### config.mk
export PLATFORM = sky130hd
export DESIGN_NAME = modbus_rtu_frame_examiner_core
export DESIGN_NICKNAME = d
export VERILOG_FILES = /design/src/mrfe_pkg.sv /design/src/mrfe_capture.sv /design/src/mrfe_report.sv /design/src/modbus_rtu_frame_examiner_core.sv
export VERILOG_INCLUDE_DIRS = /design/src /design/src/src
export SDC_FILE = /design/constraint.sdc
export NUM_CORES = 1
export LEC_CHECK = 0
export BUFFER_PORTS_ARGS = -buffer_cell sky130_fd_sc_hd__buf_2
export CAP_MARGIN = 10
export CORE_MARGIN = 4
export CORE_UTILIZATION = 57
export CTS_BUF_LIST = sky130_fd_sc_hd__clkbuf_2 sky130_fd_sc_hd__clkbuf_4 sky130_fd_sc_hd__clkbuf_8
export CTS_CLUSTER_SIZE = 12
export DETAILED_ROUTE_END_ITERATION = 8
export PLACE_DENSITY = 0.86
export SKIP_LAST_GASP = 1
export SLEW_MARGIN = 10
export SYNTH_ARGS = -nofsm -noshare
export SYNTH_HDL_FRONTEND = slang
export SYNTH_SLANG_ARGS = --single-unit
export TNS_END_PERCENT = 30
### constraint.sdc
create_clock -name clk -period 6.8 [get_ports clk]
set_input_delay 0.34 -clock clk [delete_from_list [all_inputs] [get_ports clk]]
set_output_delay 0.34 -clock clk [all_outputs]
set_load 0.03 [all_outputs]
### src/modbus_rtu_frame_examiner_core_macros.svh
// Assertion helpers shared by the frame examiner modules.
`ifndef MODBUS_RTU_FRAME_EXAMINER_CORE_MACROS_SVH
`define MODBUS_RTU_FRAME_EXAMINER_CORE_MACROS_SVH
`ifndef ASSERT_OFF
// Checked property, disabled while reset is asserted.
`define MRFE_ASSERT(lbl, clk, rst_n, prop, msg) \
  lbl: assert property (@(posedge clk) disable iff (!rst_n) prop) else $error(msg);
// Checked property that must also hold during reset.
`define MRFE_ASSERT_ALWAYS(lbl, clk, prop, msg) \
  lbl: assert property (@(posedge clk) prop) else $error(msg);
`else
`define MRFE_ASSERT(lbl, clk, rst_n, prop, msg)
`define MRFE_ASSERT_ALWAYS(lbl, clk, prop, msg)
`endif
`endif

### src/mrfe_pkg.sv
`default_nettype none
package mrfe_pkg;

  // Byte position counter width; covers the largest legal frame limit.
  localparam int POS_W = 8;
  localparam int MAX_FRAME_BYTES_DEF = 255;

  localparam logic [15:0] CRC_INIT = 16'hFFFF;
  localparam logic [15:0] CRC_POLY = 16'hA001;

  // Report status codes.
  localparam logic [1:0] ST_OK  = 2'd0;
  localparam logic [1:0] ST_EXC = 2'd1;
  localparam logic [1:0] ST_CRC = 2'd2;
  localparam logic [1:0] ST_ERR = 2'd3;

  // Data kinds.
  localparam logic [2:0] DK_NONE    = 3'd0;
  localparam logic [2:0] DK_COIL    = 3'd1;
  localparam logic [2:0] DK_DISC    = 3'd2;
  localparam logic [2:0] DK_HOLDING = 3'd3;
  localparam logic [2:0] DK_INPUT   = 3'd4;

  // Access kinds.
  localparam logic [1:0] AK_NONE  = 2'd0;
  localparam logic [1:0] AK_READ  = 2'd1;
  localparam logic [1:0] AK_WRITE = 2'd2;

  // Function codes.
  localparam logic [7:0] FC_READ_COILS   = 8'd1;
  localparam logic [7:0] FC_READ_DISC    = 8'd2;
  localparam logic [7:0] FC_READ_HOLDING = 8'd3;
  localparam logic [7:0] FC_READ_INPUT   = 8'd4;
  localparam logic [7:0] FC_WRITE_COIL   = 8'd5;
  localparam logic [7:0] FC_WRITE_REG    = 8'd6;
  localparam logic [7:0] FC_WRITE_COILS  = 8'd15;
  localparam logic [7:0] FC_WRITE_REGS   = 8'd16;
  localparam logic [7:0] FC_MASK_WRITE   = 8'd22;

  localparam logic [POS_W-1:0] EXC_FRAME_LEN = POS_W'(5);
  localparam logic [POS_W-1:0] MIN_FRAME_LEN = POS_W'(4);

  // Undefined field codes.
  localparam logic [8:0]  UNDEF8  = 9'h100;
  localparam logic [16:0] UNDEF16 = 17'h10000;

  // Frame state after the current byte has been taken in.
  typedef struct packed {
    logic [POS_W-1:0] n;
    logic             overlong;
    logic             dir;
    logic [15:0]      crc;
    logic [15:0]      trailer;
    logic [63:0]      hdr;
    logic [15:0]      w0;
    logic [15:0]      w1;
    logic [15:0]      w2;
  } mrfe_snap_t;

  typedef struct packed {
    logic [1:0]  status;
    logic [8:0]  slave_address;
    logic [8:0]  function_code;
    logic [2:0]  data_kind;
    logic [1:0]  access_kind;
    logic [16:0] start_index;
    logic [16:0] item_count;
    logic [8:0]  exception_code;
    logic [16:0] and_mask;
    logic [16:0] or_mask;
    logic [7:0]  payload_length;
    logic [16:0] computed_crc;
  } mrfe_report_t;

endpackage
`default_nettype wire

### src/mrfe_capture.sv
`default_nettype none
`include "modbus_rtu_frame_examiner_core_macros.svh"
module mrfe_capture #(
  parameter int MAX_FRAME_BYTES = mrfe_pkg::MAX_FRAME_BYTES_DEF
) (
  input  wire logic               clk,
  input  wire logic               rst_n,
  input  wire logic               step,
  input  wire logic [7:0]         frame_byte,
  input  wire logic               frame_end,
  input  wire logic               is_response,
  output mrfe_pkg::mrfe_snap_t    snap
);
  import mrfe_pkg::*;

  logic [POS_W-1:0] pos_r, pos_nxt;
  logic             ovl_r, ovl_nxt;
  logic             dir_r, dir_nxt;
  logic [15:0]      crc_r, crc_nxt;
  logic [7:0]       tr0_r, tr0_nxt;
  logic [7:0]       tr1_r, tr1_nxt;
  logic [63:0]      hdr_r, hdr_nxt;
  logic [15:0]      w0_r, w0_nxt;
  logic [15:0]      w1_r, w1_nxt;
  logic [15:0]      w2_r, w2_nxt;

  localparam logic [POS_W-1:0] POS_LIMIT = POS_W'(MAX_FRAME_BYTES);

  function automatic logic [15:0] crc_byte(input logic [15:0] crc, input logic [7:0] b);
    logic [15:0] c;
    c = crc ^ {8'h00, b};
    for (int i = 0; i < 8; i++) begin
      c = c[0] ? ((c >> 1) ^ CRC_POLY) : (c >> 1);
    end
    return c;
  endfunction

  always_comb begin
    pos_nxt = pos_r;
    ovl_nxt = ovl_r;
    crc_nxt = crc_r;
    tr0_nxt = tr0_r;
    tr1_nxt = tr1_r;
    hdr_nxt = hdr_r;
    w0_nxt  = w0_r;
    w1_nxt  = w1_r;
    w2_nxt  = w2_r;
    dir_nxt = ((pos_r == '0) && !ovl_r) ? is_response : dir_r;
    if (ovl_r || (pos_r >= POS_LIMIT)) begin
      ovl_nxt = 1'b1;
    end else begin
      for (int k = 0; k < 8; k++) begin
        if (pos_r == POS_W'(k)) begin
          hdr_nxt[8*k +: 8] = frame_byte;
        end
      end
      if (pos_r == POS_W'(3)) begin
        w0_nxt = {hdr_r[23:16], frame_byte};
      end
      if (pos_r == POS_W'(5)) begin
        w1_nxt = {hdr_r[39:32], frame_byte};
      end
      if (pos_r == POS_W'(7)) begin
        w2_nxt = {hdr_r[55:48], frame_byte};
      end
      // The CRC trails the input by two bytes so the trailer never enters it.
      if (pos_r >= POS_W'(2)) begin
        crc_nxt = crc_byte(crc_r, tr0_r);
      end
      tr0_nxt = tr1_r;
      tr1_nxt = frame_byte;
      pos_nxt = pos_r + POS_W'(1);
    end
  end

  assign snap = '{n: pos_nxt, overlong: ovl_nxt, dir: dir_nxt, crc: crc_nxt,
                  trailer: {tr1_nxt, tr0_nxt}, hdr: hdr_nxt,
                  w0: w0_nxt, w1: w1_nxt, w2: w2_nxt};

  always_ff @(posedge clk) begin
    if (!rst_n || (step && frame_end)) begin
      pos_r <= '0;
      ovl_r <= 1'b0;
      dir_r <= 1'b0;
      crc_r <= CRC_INIT;
      tr0_r <= '0;
      tr1_r <= '0;
      hdr_r <= '0;
      w0_r  <= '0;
      w1_r  <= '0;
      w2_r  <= '0;
    end else if (step) begin
      pos_r <= pos_nxt;
      ovl_r <= ovl_nxt;
      dir_r <= dir_nxt;
      crc_r <= crc_nxt;
      tr0_r <= tr0_nxt;
      tr1_r <= tr1_nxt;
      hdr_r <= hdr_nxt;
      w0_r  <= w0_nxt;
      w1_r  <= w1_nxt;
      w2_r  <= w2_nxt;
    end
  end

  `MRFE_ASSERT(a_pos_limit, clk, rst_n, pos_r <= POS_LIMIT, "byte position beyond frame limit")
  `MRFE_ASSERT(a_end_clears, clk, rst_n, step && frame_end |=> pos_r == '0 && !ovl_r, "frame state not cleared after frame end")
  `MRFE_ASSERT(a_ovl_at_limit, clk, rst_n, ovl_r |-> pos_r == POS_LIMIT, "overlong flag set below the frame limit")

endmodule
`default_nettype wire

### src/mrfe_report.sv
`default_nettype none
module mrfe_report (
  input  wire mrfe_pkg::mrfe_snap_t snap,
  output mrfe_pkg::mrfe_report_t   rpt
);
  import mrfe_pkg::*;

  logic [7:0] fn;
  logic       known;

  assign fn = snap.hdr[15:8];

  always_comb begin
    rpt = '{status: ST_OK, slave_address: UNDEF8, function_code: UNDEF8,
            data_kind: DK_NONE, access_kind: AK_NONE, start_index: UNDEF16,
            item_count: UNDEF16, exception_code: UNDEF8, and_mask: UNDEF16,
            or_mask: UNDEF16, payload_length: 8'd0, computed_crc: UNDEF16};
    known = 1'b1;
    if (snap.overlong || (snap.n < MIN_FRAME_LEN)) begin
      rpt.status = ST_ERR;
    end else begin
      rpt.computed_crc = {1'b0, snap.crc};
      if (snap.crc != snap.trailer) begin
        rpt.status = ST_CRC;
      end else begin
        rpt.slave_address = {1'b0, snap.hdr[7:0]};
        rpt.function_code = {1'b0, fn};
        unique case ({1'b0, fn[6:0]}) inside
          FC_READ_COILS: begin
            rpt.data_kind = DK_COIL;
            rpt.access_kind = AK_READ;
          end
          FC_READ_DISC: begin
            rpt.data_kind = DK_DISC;
            rpt.access_kind = AK_READ;
          end
          FC_READ_HOLDING: begin
            rpt.data_kind = DK_HOLDING;
            rpt.access_kind = AK_READ;
          end
          FC_READ_INPUT: begin
            rpt.data_kind = DK_INPUT;
            rpt.access_kind = AK_READ;
          end
          FC_WRITE_COIL, FC_WRITE_COILS: begin
            rpt.data_kind = DK_COIL;
            rpt.access_kind = AK_WRITE;
          end
          FC_WRITE_REG, FC_WRITE_REGS, FC_MASK_WRITE: begin
            rpt.data_kind = DK_HOLDING;
            rpt.access_kind = AK_WRITE;
          end
          default: known = 1'b0;
        endcase
        if (!known) begin
          rpt.status = ST_ERR;
        end else if ((snap.n == EXC_FRAME_LEN) && fn[7]) begin
          rpt.status = ST_EXC;
          rpt.exception_code = {1'b0, snap.hdr[23:16]};
        end else begin
          // Requests and responses lay the PDU out differently for reads
          // and multiple writes; single and mask writes echo the same layout.
          unique case (fn) inside
            FC_READ_COILS, FC_READ_DISC, FC_READ_HOLDING, FC_READ_INPUT: begin
              if (!snap.dir) begin
                rpt.start_index = {1'b0, snap.w0};
                rpt.item_count = {1'b0, snap.w1};
              end else begin
                rpt.payload_length = snap.hdr[23:16];
              end
            end
            FC_WRITE_COIL, FC_WRITE_REG: begin
              rpt.start_index = {1'b0, snap.w0};
              rpt.item_count = 17'd1;
              rpt.payload_length = 8'd2;
            end
            FC_WRITE_COILS, FC_WRITE_REGS: begin
              rpt.start_index = {1'b0, snap.w0};
              rpt.item_count = {1'b0, snap.w1};
              if (!snap.dir) begin
                rpt.payload_length = snap.hdr[55:48];
              end
            end
            FC_MASK_WRITE: begin
              rpt.start_index = {1'b0, snap.w0};
              rpt.item_count = 17'd1;
              rpt.and_mask = {1'b0, snap.w1};
              rpt.or_mask = {1'b0, snap.w2};
            end
            default: rpt.status = ST_ERR;
          endcase
        end
      end
    end
  end

endmodule
`default_nettype wire

### src/modbus_rtu_frame_examiner_core.sv
// A frame's final byte passes the input register; its report is written to the output register once that is free.
// Throughput: one byte per cycle; only a final byte whose report is still held
// in a stalled output register keeps the input from advancing.
// Reset: synchronous, active-low rst_n empties both registers and returns the
// frame state to its start value (position zero, CRC 0xFFFF).
`default_nettype none
`include "modbus_rtu_frame_examiner_core_macros.svh"
module modbus_rtu_frame_examiner_core #(
  parameter int MAX_FRAME_BYTES = mrfe_pkg::MAX_FRAME_BYTES_DEF
) (
  input  wire logic        clk,
  input  wire logic        rst_n,
  input  wire logic        in_valid,
  output logic             in_ready,
  input  wire logic [7:0]  in_frame_byte,
  input  wire logic        in_frame_end,
  input  wire logic        in_is_response,
  output logic             out_valid,
  input  wire logic        out_ready,
  output logic [1:0]       out_status,
  output logic [8:0]       out_slave_address,
  output logic [8:0]       out_function_code,
  output logic [2:0]       out_data_kind,
  output logic [1:0]       out_access_kind,
  output logic [16:0]      out_start_index,
  output logic [16:0]      out_item_count,
  output logic [8:0]       out_exception_code,
  output logic [16:0]      out_and_mask,
  output logic [16:0]      out_or_mask,
  output logic [7:0]       out_payload_length,
  output logic [16:0]      out_computed_crc
);
  import mrfe_pkg::*;

  // Input register: one request from the byte channel.
  logic       s1_vld_r;
  logic [7:0] s1_byte_r;
  logic       s1_end_r;
  logic       s1_resp_r;

  // Output register holding one frame report.
  logic         out_valid_r;
  mrfe_report_t out_rpt_r;

  mrfe_snap_t   snap;
  mrfe_report_t rpt;

  logic out_free;
  logic s1_go;

  // A byte in the input register moves on unless it closes a frame whose
  // report cannot be written because the previous report is still waiting.
  assign out_free = !out_valid_r || out_ready;
  assign s1_go    = s1_vld_r && (!s1_end_r || out_free);
  assign in_ready = !s1_vld_r || s1_go;

  always_ff @(posedge clk) begin
    if (!rst_n) begin
      s1_vld_r <= 1'b0;
    end else if (in_ready) begin
      s1_vld_r <= in_valid;
    end
  end

  always_ff @(posedge clk) begin
    if (in_valid && in_ready) begin
      s1_byte_r <= in_frame_byte;
      s1_end_r  <= in_frame_end;
      s1_resp_r <= in_is_response;
    end
  end

  // Frame state: position, running CRC, trailer, header bytes and words.
  mrfe_capture #(
    .MAX_FRAME_BYTES(MAX_FRAME_BYTES)
  ) u_capture (
    .clk         (clk),
    .rst_n       (rst_n),
    .step        (s1_go),
    .frame_byte  (s1_byte_r),
    .frame_end   (s1_end_r),
    .is_response (s1_resp_r),
    .snap        (snap)
  );

  // Status and field decode of the frame as it stands after this byte.
  mrfe_report u_report (
    .snap (snap),
    .rpt  (rpt)
  );

  always_ff @(posedge clk) begin
    if (!rst_n) begin
      out_valid_r <= 1'b0;
    end else if (s1_go && s1_end_r) begin
      out_valid_r <= 1'b1;
    end else if (out_ready) begin
      out_valid_r <= 1'b0;
    end
  end

  always_ff @(posedge clk) begin
    if (s1_go && s1_end_r) begin
      out_rpt_r <= rpt;
    end
  end

  assign out_valid          = out_valid_r;
  assign out_status         = out_rpt_r.status;
  assign out_slave_address  = out_rpt_r.slave_address;
  assign out_function_code  = out_rpt_r.function_code;
  assign out_data_kind      = out_rpt_r.data_kind;
  assign out_access_kind    = out_rpt_r.access_kind;
  assign out_start_index    = out_rpt_r.start_index;
  assign out_item_count     = out_rpt_r.item_count;
  assign out_exception_code = out_rpt_r.exception_code;
  assign out_and_mask       = out_rpt_r.and_mask;
  assign out_or_mask        = out_rpt_r.or_mask;
  assign out_payload_length = out_rpt_r.payload_length;
  assign out_computed_crc   = out_rpt_r.computed_crc;

  // A fresh report always follows a frame-end byte leaving the input register.
  `MRFE_ASSERT(a_rpt_source, clk, rst_n, out_valid_r && !$past(out_valid_r) |-> $past(s1_vld_r && s1_end_r), "report without a frame end")
  // The input side only stalls behind a held report.
  `MRFE_ASSERT(a_stall_cause, clk, rst_n, !in_ready |-> s1_vld_r && s1_end_r && out_valid_r && !out_ready, "input stalled without cause")
  // A good frame always carries a defined address and CRC.
  `MRFE_ASSERT(a_ok_fields, clk, rst_n, out_valid_r && out_status == ST_OK |-> !out_slave_address[8] && !out_computed_crc[16], "ok report with undefined fields")
  // A CRC mismatch hides every field but the computed CRC.
  `MRFE_ASSERT(a_crc_fields, clk, rst_n, out_valid_r && out_status == ST_CRC |-> out_slave_address == UNDEF8 && !out_computed_crc[16], "CRC report field mix")

endmodule
`default_nettype wire

==> results of run 1 <==
-- per-stage QoR --
step,power (µW),util,worst slack (ns)
floorplan,1930,-,2.84
global placement,2000,0.618,1.80
detailed placement,2000,0.618,1.46
CTS,3440,0.666,1.43
global route,3540,0.666,0.767
finish,3430,0.666,1.43
-- registers in the layout (all words and copies together) (netlist names), 16 cells and up --
signal,count
u_capture.w0_r,16
out_computed_crc,17
u_capture.crc_r,16
u_capture.hdr_r,40
u_capture.w2_r,16
out_and_mask,17
u_capture.w1_r,16
out_item_count,16
out_or_mask,16
out_start_index,17
-- kinds of logic after synthesis --
family                   share of synthesized area
AO/OA/AOI/OAI                                0.108
XOR/XNOR                                    0.0393
buffers and inverters                       0.0427
multiplexers                                0.0742
flip-flops                                   0.542
adder cells (fa/ha/maj)                    0.00407
AND/OR/NAND/NOR                              0.190
-- worst max path at each step --
stage	slack (ns)	endpoint	from
finish	1.43	out_exception_code[7]	u_capture.pos_r[0]
global route	0.77	out_exception_code[5]	u_capture.pos_r[0]
CTS	1.43	out_exception_code[7]	u_capture.pos_r[0]
detailed placement	1.46	out_exception_code[5]	u_capture.pos_r[0]
global placement	1.80	out_exception_code[1]	u_capture.pos_r[0]
floorplan	2.84	out_access_kind[0]	out_valid
-- layer usage --
layer | vias up | track usage | wire (µm)
li1 | 4665 | - | -
met1 | 4765 | 0.321 | 12200
met2 | 498 | 0.427 | 15200
met3 | 92 | 0.0476 | 2620
met4 | 0 | 0.107 | 1190
met5 | - | 0 | 0
-- cell type report --
class / count / area (µm²)
Timing Repair Buffer: 172 / 961
Inverter: 11 / 45.0
Fill cell: 1610 / 7040
Clock buffer: 68 / 805
Tap cell: 275 / 344
Multi-Input combinational cell: 867 / 5120
Sequential cell: 266 / 6670
Clock inverter: 10 / 108
-- power breakdown --
part	total [µW]	switching, µW	internal [µW]
sequential	1720	20.9	1700
clock	1450	620	830
combinational	256	182	73.7
-- critical path, cell delays in order, from the launching register on --
cell and delay [ns]:
dfxtp_1 0.37, ha_1 0.33, and4_1 0.29, a21oi_2 0.55
nand2_1 0.63, nor3b_1 0.33, o21ai_0 0.10, or4_1 0.48
nor4_4 0.46, clkinv_2 0.60, buf_4 0.55, nor4_1 0.44
-- cells in the final DEF, fill, tap and decap left out, drive strengths merged, types with 4 or more instances in the layout --
cell type / instances
edfxtp: 134
nor2: 82
xor2: 10
and4: 4
nor3b: 4
nor2b: 6
a31oi: 6
o21ai: 26
or4: 4
and2: 5
a211oi: 12
o211ai: 16
mux2i: 90
and3: 6
dlygate4sd3: 10
o22a: 8
buf: 162
nor3: 79
clkbuf: 68
clkinv: 6
nand2: 234
ha: 4
o21a: 6
a21oi: 121
nor4: 19
nand4: 9
inv: 12
dfxtp: 132
nand3: 38
xnor2: 33
==> impl_metrics.json, run 1 <==
{
  "initial_core_util": 0.583,
  "rr_startpoint": "u_capture.pos_r[0]",
  "crit_type": "reg2reg",
  "drt_pass1_iterations": 6,
  "slew_headroom": 0.238,
  "rsz0062_at_grt": "no",
  "drt_wl_total_um": 31200,
  "ys_top_cells_by_count": "nand2_1, edfxtp_1, dfxtp_1",
  "grt_pass1_wl_um": 49400,
  "post-route-period-util": 0.790,
  "grt_pass1_vias": 9460,
  "htree_levels": 2,
  "nets": 1378,
  "synth_warnings": 0,
  "diodes": 0,
  "design_area_um2": 14100,
  "end_kind": "flip-flop",
  "place_inst": 1581,
  "start_kind": "flip-flop",
  "path_max_fanout": 62,
  "reg2reg_slack_ns": 1.43,
  "insertion_delay_ns": 0.56,
  "synth_edf_count": 134,
  "reg2reg_depth": 11,
  "netlist_instances": 1252,
  "p_leak_uw": 0.00546,
  "outcome": "complete, no violations",
  "cellPowerDensity_nw_per_um2": 244,
  "cts_tree": "yes",
  "r2r-end": "out_exception_code[7]",
  "hold_depth": 3,
  "min_from": "in_valid",
  "clk_pin_slew_ns": 0.07,
  "worstHoldPathType": "in2reg",
  "ys_ff_latch": 266,
  "synth_cell_types": 67,
  "fin_setup_tns_ns": 0,
  "synth_top_area_share": 0.327,
  "cts_sinks": 266,
  "wire_per_inst_um": 18.7,
  "gp_congestion": 0.931,
  "hold_viol": 0,
  "ir_worst_vdd_uv": 115,
  "detail-route-antenna-nets": 0,
  "grt.total_usage": 0.253,
  "cts_root_buf": "clkbuf_8",
  "vias": 10000,
  "fmax_mhz": 186,
  "coreArea_um2": 21100,
  "place_area_um2": 13000,
  "netlist_area_um2": 12300,
  "async_flop_share": 0,
  "syn-num-nets": 1270,
  "fp.dieArea_um2": 24000,
  "finClkSkew_ns": 0.0268,
  "io_pins": 143,
  "cts_resized": 0,
  "maxSlewViolCount": 0,
  "timing.final.crit_period_ns": 5.37,
  "viasPerCell": 6.00,
  "synth.area.top_cells": "edfxtp_1, dfxtp_1, mux2i_1",
  "worst-slew-pin-transition_ns": 1.14,
  "die_h_um": 155,
  "cp.required_ns": 7.13,
  "cts_hold_buf": 10,
  "io_buffers": 142,
  "drt_iter0_drc": 1041,
  "setup_viol": 0,
  "syn2layout_area_growth_pct": 14.3,
  "drive_gt1_frac": 0.192,
  "maxCapViolCount": 0,
  "final_cells": 1669,
  "dp_hpwl_um": 20000,
  "clock_tree.buffer_depth": 3,
  "hold_slack_ns": 0.0684,
  "ys_seq_area_frac": 0.542,
  "synth_ff_type": "edfxtp_1",
  "cts_made_buffers": 42,
  "antenna_found_initial": 0,
  "yosysMostFrequentCell": "nand2_1",
  "synth_top_area_cell": "edfxtp_1",
  "post-cts-setup-buffer-count": 0,
  "arrival_ns": 5.70,
  "syn_avg_cell_area_um2": 9.82,
  "num_rows": 53,
  "drc": 0,
  "die_x_um": 155,
  "hold_end": "s1_vld_r",
  "overflow": 0,
  "grt_start_max_net_pins": 84
}
Power figures use the tool's default switching activity.
==> run 2, diff against run 1 <==
Settings changed: ABC_AREA from default to 1, CORE_UTILIZATION 57 to 55, PLACE_DENSITY 0.86 to 0.87.
Clock period 6.8 ns to 4.4 ns, I/O delays scaled along.
==> run 2 against run 1 <==
First-iteration DRC count down 22%. Global-route usage shrank 1.4 points. Worst hold slack got worse by 0.0047 ns. Register-to-register slack got worse by 0.95 ns. Maximum frequency is 37% higher. Clock power grew 52%. Combinational power grew to 3.3 times the previous value. Utilization is 1.3 points lower. Sequential cell count is the same. Synthesized area down 2.6%. Sequential power is 63% higher.
==> impl_metrics.json, run 2 <==
{
  "htree_levels": 2,
  "netlist_area_um2": 12000,
  "coreArea_um2": 21200,
  "cellPowerDensity_nw_per_um2": 422,
  "num_rows": 53,
  "synth_xor_area_frac": 0.0132,
  "reg2reg_slack_ns": 0.47,
  "ys_ff_latch": 266,
  "diodes": 0,
  "cts_made_buffers": 43,
  "synth_compound_area_frac": 0.142,
  "grt_pass1_vias": 8991,
  "yosys.area_share.simple": 0.184,
  "drt_wl_total_um": 29600,
  "ys_top_cells_by_count": "nand2_1, inv_1, nor2_1",
  "fillers": 1690,
  "worst-slew-pin-transition_ns": 0.986,
  "grt_pass1_wl_um": 46600,
  "regMostFlops": "u_capture.hdr_r",
  "rr_startpoint": "u_capture.pos_r[1]",
  "hold_depth": 4,
  "ys_seq_area_frac": 0.557,
  "maxCapViolCount": 0,
  "async_flop_share": 0,
  "die_h_um": 156,
  "fp.dieArea_um2": 24200,
  "nets": 1513,
  "start_kind": "flip-flop",
  "r2r-end": "out_or_mask[15]",
  "cts_sinks": 266,
  "synth_edf_count": 134,
  "synth.area.top_cells": "edfxtp_1, dfxtp_1, nand2_1",
  "arrival_ns": 4.35,
  "synthMuxAreaShare": 0.0201,
  "cts_root_buf": "clkbuf_8",
  "syn2layout_area_growth_pct": 15.7,
  "power.total_uw": 5860,
  "syn-num-nets": 1368,
  "min_from": "out_ready",
  "grt.total_usage": 0.239,
  "drt_pass1_iterations": 5,
  "clock_tree.buffer_depth": 3,
  "synth_top_area_share": 0.336,
  "synth_cell_types": 47,
  "layout_commonest_cell": "nand2_1",
  "drc": 0,
  "cp.required_ns": 4.83,
  "yosys.area_share.adder": 0.00418,
  "die_x_um": 156,
  "regArea_um2": 6670,
  "path_max_fanout": 35,
  "fin_setup_tns_ns": 0,
  "clk_pin_slew_ns": 0.06,
  "antenna_found_initial": 0,
  "final_cell_mix": "nand2_1, inv_1, nor2_1",
  "crit_type": "reg2reg",
  "io_buffers": 142,
  "insertion_delay_ns": 0.57,
  "worstHoldPathType": "in2reg",
  "ir_worst_vdd_uv": 265,
  "rsz0062_at_grt": "no",
  "synth_ff_type": "edfxtp_1",
  "synth_warnings": 0,
  "dp_hpwl_um": 19300,
  "cts_tree": "yes",
  "post-route-period-util": 0.892,
  "wire_per_inst_um": 16.4,
  "synth_top_area_cell": "edfxtp_1",
  "overflow": 0,
  "p_leak_uw": 0.00585,
  "grt_start_max_net_pins": 107,
  "setup_viol": 0,
  "syn_avg_cell_area_um2": 8.87,
  "gp_congestion": 0.902,
  "finClkSkew_ns": 0.0288,
  "io_pins": 143,
  "initial_core_util": 0.565,
  "end_kind": "flip-flop",
  "largest_register_ffs": 40,
  "detail-route-antenna-nets": 0,
  "synth_top_family_by_area": "simple AND/OR/NAND/NOR gates",
  "maxSlewViolCount": 0,
  "drt_iter0_drc": 813,
  "fmax_mhz": 255,
  "drive_gt1_frac": 0.194,
  "slew_headroom": 0.342,
  "reg2reg_depth": 17,
  "outcome": "complete, no violations",
  "vias": 9722,
  "yosysMostFrequentCell": "nand2_1",
  "multi_input_area_um2": 4370,
  "netlist_instances": 1350,
  "hold_viol": 0,
  "viasPerCell": 5.39,
  "hold_end": "out_valid",
  "timing.final.crit_period_ns": 3.93
}
## run 2: changes by cell type after synthesis, sizes merged, moves of 10 or more
cell and change:
inv +155, nand2 +16, a21oi -14, o21ai +97
clkbuf -33, o211ai +41, nor4 -17, nor2 +99
xnor2 -29, nor3 -73, nand3 +15, mux2i -66
a211oi -10
## run 2: cell families (layout without fill, tap and decap cells)
| kind of cell | Yosys count | after routing |
|---|---|---|
| and+or+nand+nor | 502 | 502 |
| AOI/OAI and AO/OA | 301 | 301 |
| DFF | 266 | 266 |
| buffers and inverters | 235 | 415 |
| muxes | 24 | 24 |
| xor gates and xnor gates | 18 | 18 |
| adders and majority gates | 4 | 4 |
## run 2: worst max path at each step
stage / from / to / slack, ns / cells past startpoint
4_1_cts: u_capture.pos_r[1] / out_or_mask[15] / 0.50 / 19
3_3_place_gp: u_capture.pos_r[0] / out_or_mask[14] / 0.70 / 16
6_report: u_capture.pos_r[1] / out_or_mask[15] / 0.47 / 17
2_1_floorplan: out_valid / out_access_kind[0] / 0.59 / 7
5_1_grt: u_capture.pos_r[1] / out_or_mask[10] / 0.15 / 19
3_5_place_dp: u_capture.pos_r[0] / out_or_mask[15] / 0.52 / 19
## run 2: metal layers
layer  global-route usage  vias up  wire, µm
met5                    0        -         0
met4               0.0742        0       754
met3               0.0472       66      2340
met2                0.386      357     13800
met1                0.330     4523     12700
li1                     -     4776         -
## run 2: where the power goes
part,switching [µW],total [µW],internal (µW)
Sequential,74.9,2800,2730
Combinational,608,854,246
Clock,991,2200,1210
## run 2: cell type report
cell class              count  share of cell area
flip-flops and latches    266               0.481
multi-input cells         849               0.315
repair buffers            167              0.0690
clock buffers              61              0.0529
inverters                 168              0.0460
well taps                 275              0.0248
clock inverters            19              0.0112
## run 2: stage by stage
stage	cells	hold slack, ns	setup WS [ns]	util	cell area [µm²]
floorplan	1350	0.319	0.585	-	12000
global placement	1712	0.398	0.698	0.605	12800
detailed placement	1712	0.398	0.520	0.605	12800
CTS	1805	0.0522	0.503	0.653	13900
global route	1805	0.0880	0.150	0.653	13900
finish	1805	0.0637	0.475	0.653	13900
## run 2: critical path: stages, from the launching register on
cell and delay, ns:
dfxtp_1 0.34, ha_1 0.23, nand2_1 0.15, nor2_4 0.05, nand2_2 0.09, nand2_4 0.21, inv_4 0.25, nand2_4 0.17
o21ai_0 0.43, xor2_1 0.13, nor2_1 0.12, nand3_1 0.10, nor2_1 0.18, nand3_2 0.14, nor2_8 0.25, nand4_4 0.42
buf_4 0.39, nor2_2 0.10
## run 2: what timing repair did
item,in CTS,in global routing
hold buffers,13,0
buffers inserted,0,0
endpoints found under the hold margin,12,0
gates resized for setup,0,0
